<file path="config.mk">
export PLATFORM = sky130hd
export DESIGN_NAME = water_heater_thermostat_core
export DESIGN_NICKNAME = d
export VERILOG_FILES = /design/src/rtl/wht_pkg.sv /design/src/rtl/water_heater_thermostat_core.sv
export SDC_FILE = /design/constraint.sdc
export NUM_CORES = 1
export LEC_CHECK = 0
export ABC_AREA = 1
export ABC_CLOCK_PERIOD_IN_PS = 8170
export BUFFER_PORTS_ARGS = -buffer_cell sky130_fd_sc_hd__buf_2
export CAP_MARGIN = 10
export CORE_ASPECT_RATIO = 1.25
export CORE_MARGIN = 1.5
export CORE_UTILIZATION = 63
export CTS_CLUSTER_DIAMETER = 60
export DETAILED_ROUTE_END_ITERATION = 10
export PLACE_DENSITY = 0.82
export SYNTH_ARGS = -nofsm -noshare
export SYNTH_HDL_FRONTEND = slang
export SYNTH_SLANG_ARGS = --single-unit
</file>
<file path="constraint.sdc">
create_clock -name clk -period 8.17 [get_ports clk]
set_input_delay 2.451 -clock clk [delete_from_list [all_inputs] [get_ports clk]]
set_output_delay 2.451 -clock clk [all_outputs]
set_load 0.01 [all_outputs]
</file>
<file path="src/rtl/wht_pkg.sv">
// ----------------------------------------------------------------------------
// wht_pkg: shared types and constants of the water heater thermostat
// Request codes, register indexes, reset values and block-average constants.
// ----------------------------------------------------------------------------
`default_nettype none

package wht_pkg;

	// Request kinds carried in the slave-side tuser.
	typedef enum logic [2:0] {
		REQ_SAMPLE = 3'd0,
		REQ_POWER  = 3'd1,
		REQ_UP     = 3'd2,
		REQ_DOWN   = 3'd3,
		REQ_SETTLE = 3'd4
	} req_t;

	// Configuration register indexes.
	typedef enum logic [1:0] {
		CFG_BAND    = 2'd0,
		CFG_STEP    = 2'd1,
		CFG_SP_LOW  = 2'd2,
		CFG_SP_HIGH = 2'd3
	} cfg_idx_t;

	localparam int REQ_W   = 3;
	localparam int ADC_W   = 10;
	localparam int TEMP_W  = 8;
	localparam int BAND_W  = 5;
	localparam int STEP_W  = 5;
	localparam int SP_W    = 8;
	localparam int CFG_W   = 8;
	localparam int IDX_W   = 2;
	localparam int SUM_W   = 12;
	localparam int IN_DATA_W  = 16;
	localparam int OUT_DATA_W = 24;

	// Samples per averaging block.
	localparam int BLOCK_LEN = 10;
	localparam int CNT_W     = $clog2(BLOCK_LEN + 1);

	// sum / BLOCK_LEN as (sum * RECIP) >> RECIP_SHIFT; exact for every SUM_W-bit sum.
	localparam int RECIP_SHIFT = SUM_W + 5;
	localparam int RECIP       = (2 ** RECIP_SHIFT + BLOCK_LEN - 1) / BLOCK_LEN;
	localparam int RECIP_W     = RECIP_SHIFT;
	localparam int QPROD_W     = SUM_W + RECIP_W;

	// Degrees = floor(adc * 5000 / 1024 / 10) = floor(adc * 125 / 256).
	localparam int CONV_MUL   = 125;
	localparam int CONV_MUL_W = 7;
	localparam int CONV_SHIFT = 8;
	localparam int CONV_P_W   = ADC_W + CONV_MUL_W;

	localparam logic [BAND_W-1:0] BAND_RST    = BAND_W'(5);
	localparam logic [STEP_W-1:0] STEP_RST    = STEP_W'(5);
	localparam logic [SP_W-1:0]   SP_LOW_RST  = SP_W'(35);
	localparam logic [SP_W-1:0]   SP_HIGH_RST = SP_W'(75);
	localparam logic [SP_W-1:0]   TARGET_RST  = SP_W'(60);
	localparam logic [SP_W-1:0]   SP_MAX      = '1;

endpackage

`default_nettype wire

</file>
<file path="src/rtl/water_heater_thermostat_core.sv">
// ----------------------------------------------------------------------------
// water_heater_thermostat_core: bang-bang thermostat with block averaging
// Takes sample and button events, keeps the control state, reports it.
// ----------------------------------------------------------------------------
// Usage:
//   The slave-side stream carries one event per transfer: tuser holds the
//   request kind (sample, power, up, down, settle) and tdata the 10-bit
//   converter reading. Every accepted event produces exactly one transfer on
//   the master-side stream, which reports the last temperature, heater and
//   cooler drives, power state, setpoint and the set-mode flag as they stand
//   after that event.
//   An input transfer passes two registers before its result shows on
//   m_tvalid: the input register (where the reading is also converted to
//   degrees) and the state update registers, which are the result.
//   Throughput is one event per cycle unless the receiver stalls, set by
//   the state update loop (block sum add, reciprocal multiply, band compares).
//   When the receiver stalls, the result holds and one more event is taken
//   into the input register; s_tready then drops until the result leaves.
//   Reset clears both valid flags, turns the block off, disarms set mode,
//   zeroes the block sum, count and drives, loads the setpoint with 60 and
//   the configuration registers with their default values. Configuration
//   writes are meant for idle periods and take effect at once.
// ----------------------------------------------------------------------------
`default_nettype none

module water_heater_thermostat_core (
	input  wire logic                           clk,
	input  wire logic                           arst_n,
	// Slave side. tdata: adc_sample[9:0], zeros above. tuser: req_type[2:0].
	input  wire logic                           s_tvalid,
	output logic                                s_tready,
	input  wire logic [wht_pkg::IN_DATA_W-1:0]  s_tdata,
	input  wire logic [wht_pkg::REQ_W-1:0]      s_tuser,
	// Master side. tdata: water_temp[7:0], heater_on[8], cooler_on[9],
	// powered[10], setpoint[18:11], set_armed[19], zeros above.
	output logic                                m_tvalid,
	input  wire logic                           m_tready,
	output logic [wht_pkg::OUT_DATA_W-1:0]      m_tdata,
	// Configuration write port.
	input  wire logic                           cfg_wen,
	input  wire logic [wht_pkg::IDX_W-1:0]      cfg_index,
	input  wire logic [wht_pkg::CFG_W-1:0]      cfg_wdata
);
	import wht_pkg::*;

	// Configuration registers.
	logic [BAND_W-1:0] band_q;
	logic [STEP_W-1:0] step_q;
	logic [SP_W-1:0]   sp_low_q;
	logic [SP_W-1:0]   sp_high_q;

	// Input register: request kind and the reading already in degrees.
	logic              valid_s1;
	logic [REQ_W-1:0]  req_s1;
	logic [TEMP_W-1:0] temp_s1;

	// Control state; these registers also form the result register.
	logic              out_valid_q;
	logic              power_q;
	logic              armed_q;
	logic [SP_W-1:0]   target_q;
	logic [SUM_W-1:0]  sum_q;
	logic [CNT_W-1:0]  count_q;
	logic [TEMP_W-1:0] temp_q;
	logic              heater_q;
	logic              cooler_q;

	logic                out_room;
	logic                adv;
	logic                in_xfer;
	logic [CONV_P_W-1:0] conv_prod;

	// Next-state values for one event.
	logic              power_d;
	logic              armed_d;
	logic [SP_W-1:0]   target_d;
	logic [SUM_W-1:0]  sum_d;
	logic [CNT_W-1:0]  count_d;
	logic [TEMP_W-1:0] temp_d;
	logic              heater_d;
	logic              cooler_d;

	logic [SUM_W-1:0]   sum_add;
	logic [CNT_W-1:0]   count_add;
	logic [QPROD_W-1:0] q_prod;
	logic [TEMP_W-1:0]  avg;
	logic signed [SP_W:0] diff_hot;
	logic signed [SP_W:0] diff_cold;
	logic signed [SP_W:0] band_s;
	logic [SP_W:0]      target_up;

	// Handshake: the input register moves on whenever the result register
	// is empty or being emptied in this cycle.
	assign out_room = !out_valid_q || m_tready;
	assign adv      = valid_s1 && out_room;
	assign s_tready = !valid_s1 || adv;
	assign in_xfer  = s_tvalid && s_tready;

	assign conv_prod = CONV_P_W'(s_tdata[ADC_W-1:0]) * CONV_P_W'(CONV_MUL);

	always_ff @(posedge clk or negedge arst_n) begin
		if (!arst_n) begin
			valid_s1 <= 1'b0;
		end else if (s_tready) begin
			valid_s1 <= s_tvalid;
		end
	end

	always_ff @(posedge clk) begin
		if (in_xfer) begin
			req_s1  <= s_tuser;
			temp_s1 <= conv_prod[CONV_SHIFT +: TEMP_W];
		end
	end

	// Block sum and average; the division by the block length is a
	// reciprocal multiply that is exact over the whole sum range.
	assign sum_add   = sum_q + SUM_W'(temp_s1);
	assign count_add = count_q + CNT_W'(1);
	assign q_prod    = QPROD_W'(sum_add) * QPROD_W'(RECIP);
	assign avg       = q_prod[RECIP_SHIFT +: TEMP_W];
	assign diff_hot  = $signed({1'b0, avg}) - $signed({1'b0, target_q});
	assign diff_cold = $signed({1'b0, target_q}) - $signed({1'b0, avg});
	assign band_s    = $signed((SP_W + 1)'(band_q));
	assign target_up = {1'b0, target_q} + (SP_W + 1)'(step_q);

	always_comb begin
		power_d  = power_q;
		armed_d  = armed_q;
		target_d = target_q;
		sum_d    = sum_q;
		count_d  = count_q;
		temp_d   = temp_q;
		heater_d = heater_q;
		cooler_d = cooler_q;
		unique case (req_t'(req_s1))
			REQ_SAMPLE: begin
				if (power_q) begin
					temp_d  = temp_s1;
					sum_d   = sum_add;
					count_d = count_add;
					if (count_add >= CNT_W'(BLOCK_LEN)) begin
						sum_d   = '0;
						count_d = '0;
						if (diff_hot >= band_s) begin
							cooler_d = 1'b1;
							heater_d = 1'b0;
						end else if (diff_cold >= band_s) begin
							heater_d = 1'b1;
							cooler_d = 1'b0;
						end else begin
							heater_d = 1'b0;
							cooler_d = 1'b0;
						end
					end
				end
			end
			REQ_POWER: begin
				power_d = !power_q;
			end
			REQ_UP: begin
				if (!armed_q) begin
					armed_d = 1'b1;
				end else if (power_q && (target_q < sp_high_q)) begin
					target_d = target_up[SP_W] ? SP_MAX : target_up[SP_W-1:0];
					armed_d  = 1'b0;
				end
			end
			REQ_DOWN: begin
				if (!armed_q) begin
					armed_d = 1'b1;
				end else if (power_q && (target_q > sp_low_q)) begin
					target_d = (target_q > SP_W'(step_q)) ? target_q - SP_W'(step_q) : '0;
					armed_d  = 1'b0;
				end
			end
			REQ_SETTLE: begin
				if (power_q) begin
					armed_d = 1'b0;
				end
			end
			default: begin
				// Unused request kinds leave the state as it is.
			end
		endcase
	end

	always_ff @(posedge clk or negedge arst_n) begin
		if (!arst_n) begin
			out_valid_q <= 1'b0;
			power_q     <= 1'b0;
			armed_q     <= 1'b0;
			target_q    <= TARGET_RST;
			sum_q       <= '0;
			count_q     <= '0;
			temp_q      <= '0;
			heater_q    <= 1'b0;
			cooler_q    <= 1'b0;
		end else begin
			if (out_room) begin
				out_valid_q <= valid_s1;
			end
			if (adv) begin
				power_q  <= power_d;
				armed_q  <= armed_d;
				target_q <= target_d;
				sum_q    <= sum_d;
				count_q  <= count_d;
				temp_q   <= temp_d;
				heater_q <= heater_d;
				cooler_q <= cooler_d;
			end
		end
	end

	always_ff @(posedge clk or negedge arst_n) begin
		if (!arst_n) begin
			band_q    <= BAND_RST;
			step_q    <= STEP_RST;
			sp_low_q  <= SP_LOW_RST;
			sp_high_q <= SP_HIGH_RST;
		end else if (cfg_wen) begin
			unique case (cfg_idx_t'(cfg_index))
				CFG_BAND:    band_q    <= cfg_wdata[BAND_W-1:0];
				CFG_STEP:    step_q    <= cfg_wdata[STEP_W-1:0];
				CFG_SP_LOW:  sp_low_q  <= cfg_wdata[SP_W-1:0];
				CFG_SP_HIGH: sp_high_q <= cfg_wdata[SP_W-1:0];
				default:     band_q    <= band_q;
			endcase
		end
	end

	assign m_tvalid = out_valid_q;
	assign m_tdata  = {4'b0000, armed_q, target_q, power_q, cooler_q, heater_q, temp_q};

	// The block count is cleared as soon as it reaches the block length.
	assert property (@(posedge clk) disable iff (!arst_n)
		count_q < CNT_W'(BLOCK_LEN))
		else $error("block count reached the block length");

	// Heater and cooler are never driven together.
	assert property (@(posedge clk) disable iff (!arst_n)
		!(heater_q && cooler_q))
		else $error("heater and cooler both on");

	// A held event in the input register does not change while it waits.
	assert property (@(posedge clk) disable iff (!arst_n)
		valid_s1 && !adv |=> valid_s1 && $stable(req_s1) && $stable(temp_s1))
		else $error("waiting event changed");

	// A sample taken while off leaves the block sum and count alone.
	assert property (@(posedge clk) disable iff (!arst_n)
		adv && !power_q && (req_s1 == REQ_SAMPLE) |=> $stable(sum_q) && $stable(count_q))
		else $error("sample while off changed the block");

	// A result leaves the state registers untouched unless an event advances.
	assert property (@(posedge clk) disable iff (!arst_n)
		!adv |=> $stable(target_q) && $stable(power_q) && $stable(armed_q))
		else $error("state changed without an event");

endmodule

`default_nettype wire

</file>
==> impl_metrics.tcl <==
set metrics [dict create \
    setup_viol 0 \
    design_area_um2 9818 \
    finish.utilization_pct 70.77 \
    antenna_found_initial 0 \
    reg2reg_to "heater_q" \
    synth_area_per_cell_um2 8.527 \
    cts_root_buffer "clkbuf_16" \
    synth-edff-count 11 \
    hold_class "reg -> reg" \
    tritoncts "yes" \
    firstDrtPassIters 4 \
    cp_slowest_stage_delay_ns 0.54 \
    drt_iter0_markers 333 \
    rr_startpoint "temp_s1[0]" \
    finClkSkew_ns 0.01234 \
    ys_types 51 \
    fp-row-count 48 \
    cp-start-kind "flip-flop" \
    nFillCells 1051 \
    holdCritStartpoint "temp_q[2]" \
    path_common_cell "nand2_1" \
    grt_max_degree 65 \
    drive_gt1_share_pct 12.35 \
    timing.critical_path.buf_inv 8 \
    drv_slew 0 \
    portBuffers 49 \
    yosysSeqAreaShare_pct 21.62 \
    fin_crit_sh_pct 94.37 \
    path_delay_family "adder cells" \
    die_height_um 136.8 \
    cts_buffers 9 \
    yosys_warnings 0 \
    io-pin-count 60 \
    required_ns 8.42 \
    grt_usage_pct 26.48 \
    grt_pass1_wl_mm 31.18 \
    layout_common_cells "inv_1, nand2_1, ha_1" \
    syn2layout_area_growth_pct 8.835 \
    wl_mm 18.53 \
    dp_hpwl_mm 14.87 \
    ctsHoldBuffers 0 \
    wl_per_cell_um 14.34 \
    worst-path-max-fanout 6 \
    crit_arrival_ns 7.96 \
    r2r_cells 46 \
    die_w_um 110.0 \
    drcViolationCount 0 \
    clkSlewWorstSetupHoldPaths_ns 0.07 \
    final_common_cell "inv_1" \
    cts-htree-levels 3 \
    dieArea_um2 15050 \
    cp-end-kind "flip-flop" \
    place.gp.congestion 0.8980 \
    coreArea_um2 13870 \
    maxCapViolCount 0 \
    synth_cells 1058 \
    worst_slew_pin_slew_ns 0.8421 \
    final_nets 1386 \
    status "finished, final reports clean" \
    place_area_um2 9427 \
    period_minus_slack_ns 7.710 \
    ys.flop_type "dfrtp_1" \
    maxSlewHeadroom_pct 43.86 \
    insertion_delay_ns 0.35 \
    grt-ovfl-total 0 \
    vias 6891 \
    synthArstFlopShare_pct 85.33 \
    holdPathEnd "temp_q[2]" \
    n_antenna_cell 0 \
    hold_viol_final 0 \
    syn_area_um2 9021 \
    viasPerCell 5.334 \
    regToRegSetupSlack_ns 0.46 \
    clock-sinks 75 \
    path_class "reg -> reg" \
    synth-seq-cells 75 \
    startpoint "temp_s1[0]" \
    grt_pass1_vias 7269 \
    clk_path_buf_depth 2 \
    start_util_pct 65.03 \
    slowest_stage "fa_1" \
    max_freq_mhz 129.7 \
    ant_nets 0 \
    min_path_cells 2 \
]
[worst reg2reg max path: cells and delay by family, from the launching register on]
kind / cells / cell delay, ns
AOI/OAI and AO/OA: 7 / 1.16
adders and majority gates: 9 / 3.51
and+or+nand+nor: 20 / 1.78
buffers and inverters: 8 / 0.48
DFF: 1 / 0.40
xor gates and xnor gates: 2 / 0.29
[cell families (layout without fill, tap and decap cells)]
family	after synthesis	count (layout)	share of synthesized area [%]
xor gates and xnor gates	50	50	5.104
buffers and inverters	265	321	11.55
and+or+nand+nor	276	276	12.75
other	1	4	0.04157
AOI/OAI and AO/OA	151	151	9.820
adders and majority gates	240	240	39.11
DFF	75	75	21.62
[per-layer routing]
layer	GRT usage, %	up-vias	routed length [um]
met1	27.54	3279	7146
met4	12.41	0	857
met2	51.48	134	9998
li1	-	3421	-
met5	0	-	0
met3	3.190	57	527
[flip-flops by register name (all words and copies together), names as in the netlist]
name,cells
target_q,8
temp_q,8
sum_q,12
band_q,5
power_q,1
sp_high_q,8
armed_q,1
valid_s1,1
cooler_q,1
heater_q,1
sp_low_q,8
count_q,4
req_s1,3
step_q,5
m_tvalid,1
temp_s1,8
[worst max path at each step]
| stage | to | depth (start not counted) |
|---|---|---|
| after global routing | heater_q | 46 |
| after floorplan | heater_q | 46 |
| after global placement | heater_q | 46 |
| final | heater_q | 46 |
| after detailed placement | heater_q | 46 |
| after CTS | heater_q | 46 |
[layout make-up]
class / count / area [um2] / area share (%)
sequential: 75 / 1951 / 19.87
tap: 175 / 219.0 / 2.230
clock inverter: 7 / 65.06 / 0.6627
clock buffer: 9 / 225.2 / 2.294
multi-input combinational: 721 / 6111 / 62.24
timing repair buffer: 60 / 327.8 / 3.339
inverter: 245 / 919.6 / 9.367
[Yosys cell counts, types with 2 or more instances]
library cell  instances  share of area [%]
inv_1               238                9.9
edfxtp_1             11                3.7
nand3_1              28                1.6
o21ai_0              57                3.2
fa_1                 70                 16
inv_2                 6               0.25
buf_2                 7               0.39
buf_4                 8               0.67
nand3_2               3               0.33
a21oi_2               5               0.49
nor3_1                8               0.44
clkbuf_1              3               0.12
xnor2_1              12                1.2
nand2_2               3               0.21
xor2_2                3               0.54
a31oi_1               3               0.21
nand2_1             172                7.2
nor2_1               49                2.0
a21oi_1              43                2.4
xor2_1               35                3.4
o211ai_1              4               0.33
a21o_1                2               0.17
o21ai_1              11               0.61
nor2_4                2               0.25
o22ai_1               5               0.35
nand4_1               5               0.35
and2_1                2               0.14
dfrtp_1              49                 14
o21bai_1              4               0.33
ha_1                170                 24
o21ai_2               5               0.49
dfstp_2              15                4.4
o221ai_1              2               0.19
[repair_timing]
action,CTS,global route
resized for setup,0,19
endpoints found under the setup margin,0,2
setup buffers,0,4
[metrics by stage]
stage | instances | setup TNS, ns | worst slack [ns] | hold slack, ns
3_3_place_gp | 1272 | 0 | 0.2548 | 0.4526
4_1_cts | 1288 | 0 | 0.1066 | 0.4706
2_1_floorplan | 1061 | 0 | 0.8975 | 0.4503
6_report | 1292 | 0 | 0.4597 | 0.4677
5_1_grt | 1292 | -0.05989 | -0.05989 | 0.4945
3_5_place_dp | 1272 | 0 | 0.1242 | 0.4545
Power is left out: the tool's default activity adds up to more than one toggle a clock period on the data nets, which glitch-free logic cannot reach.
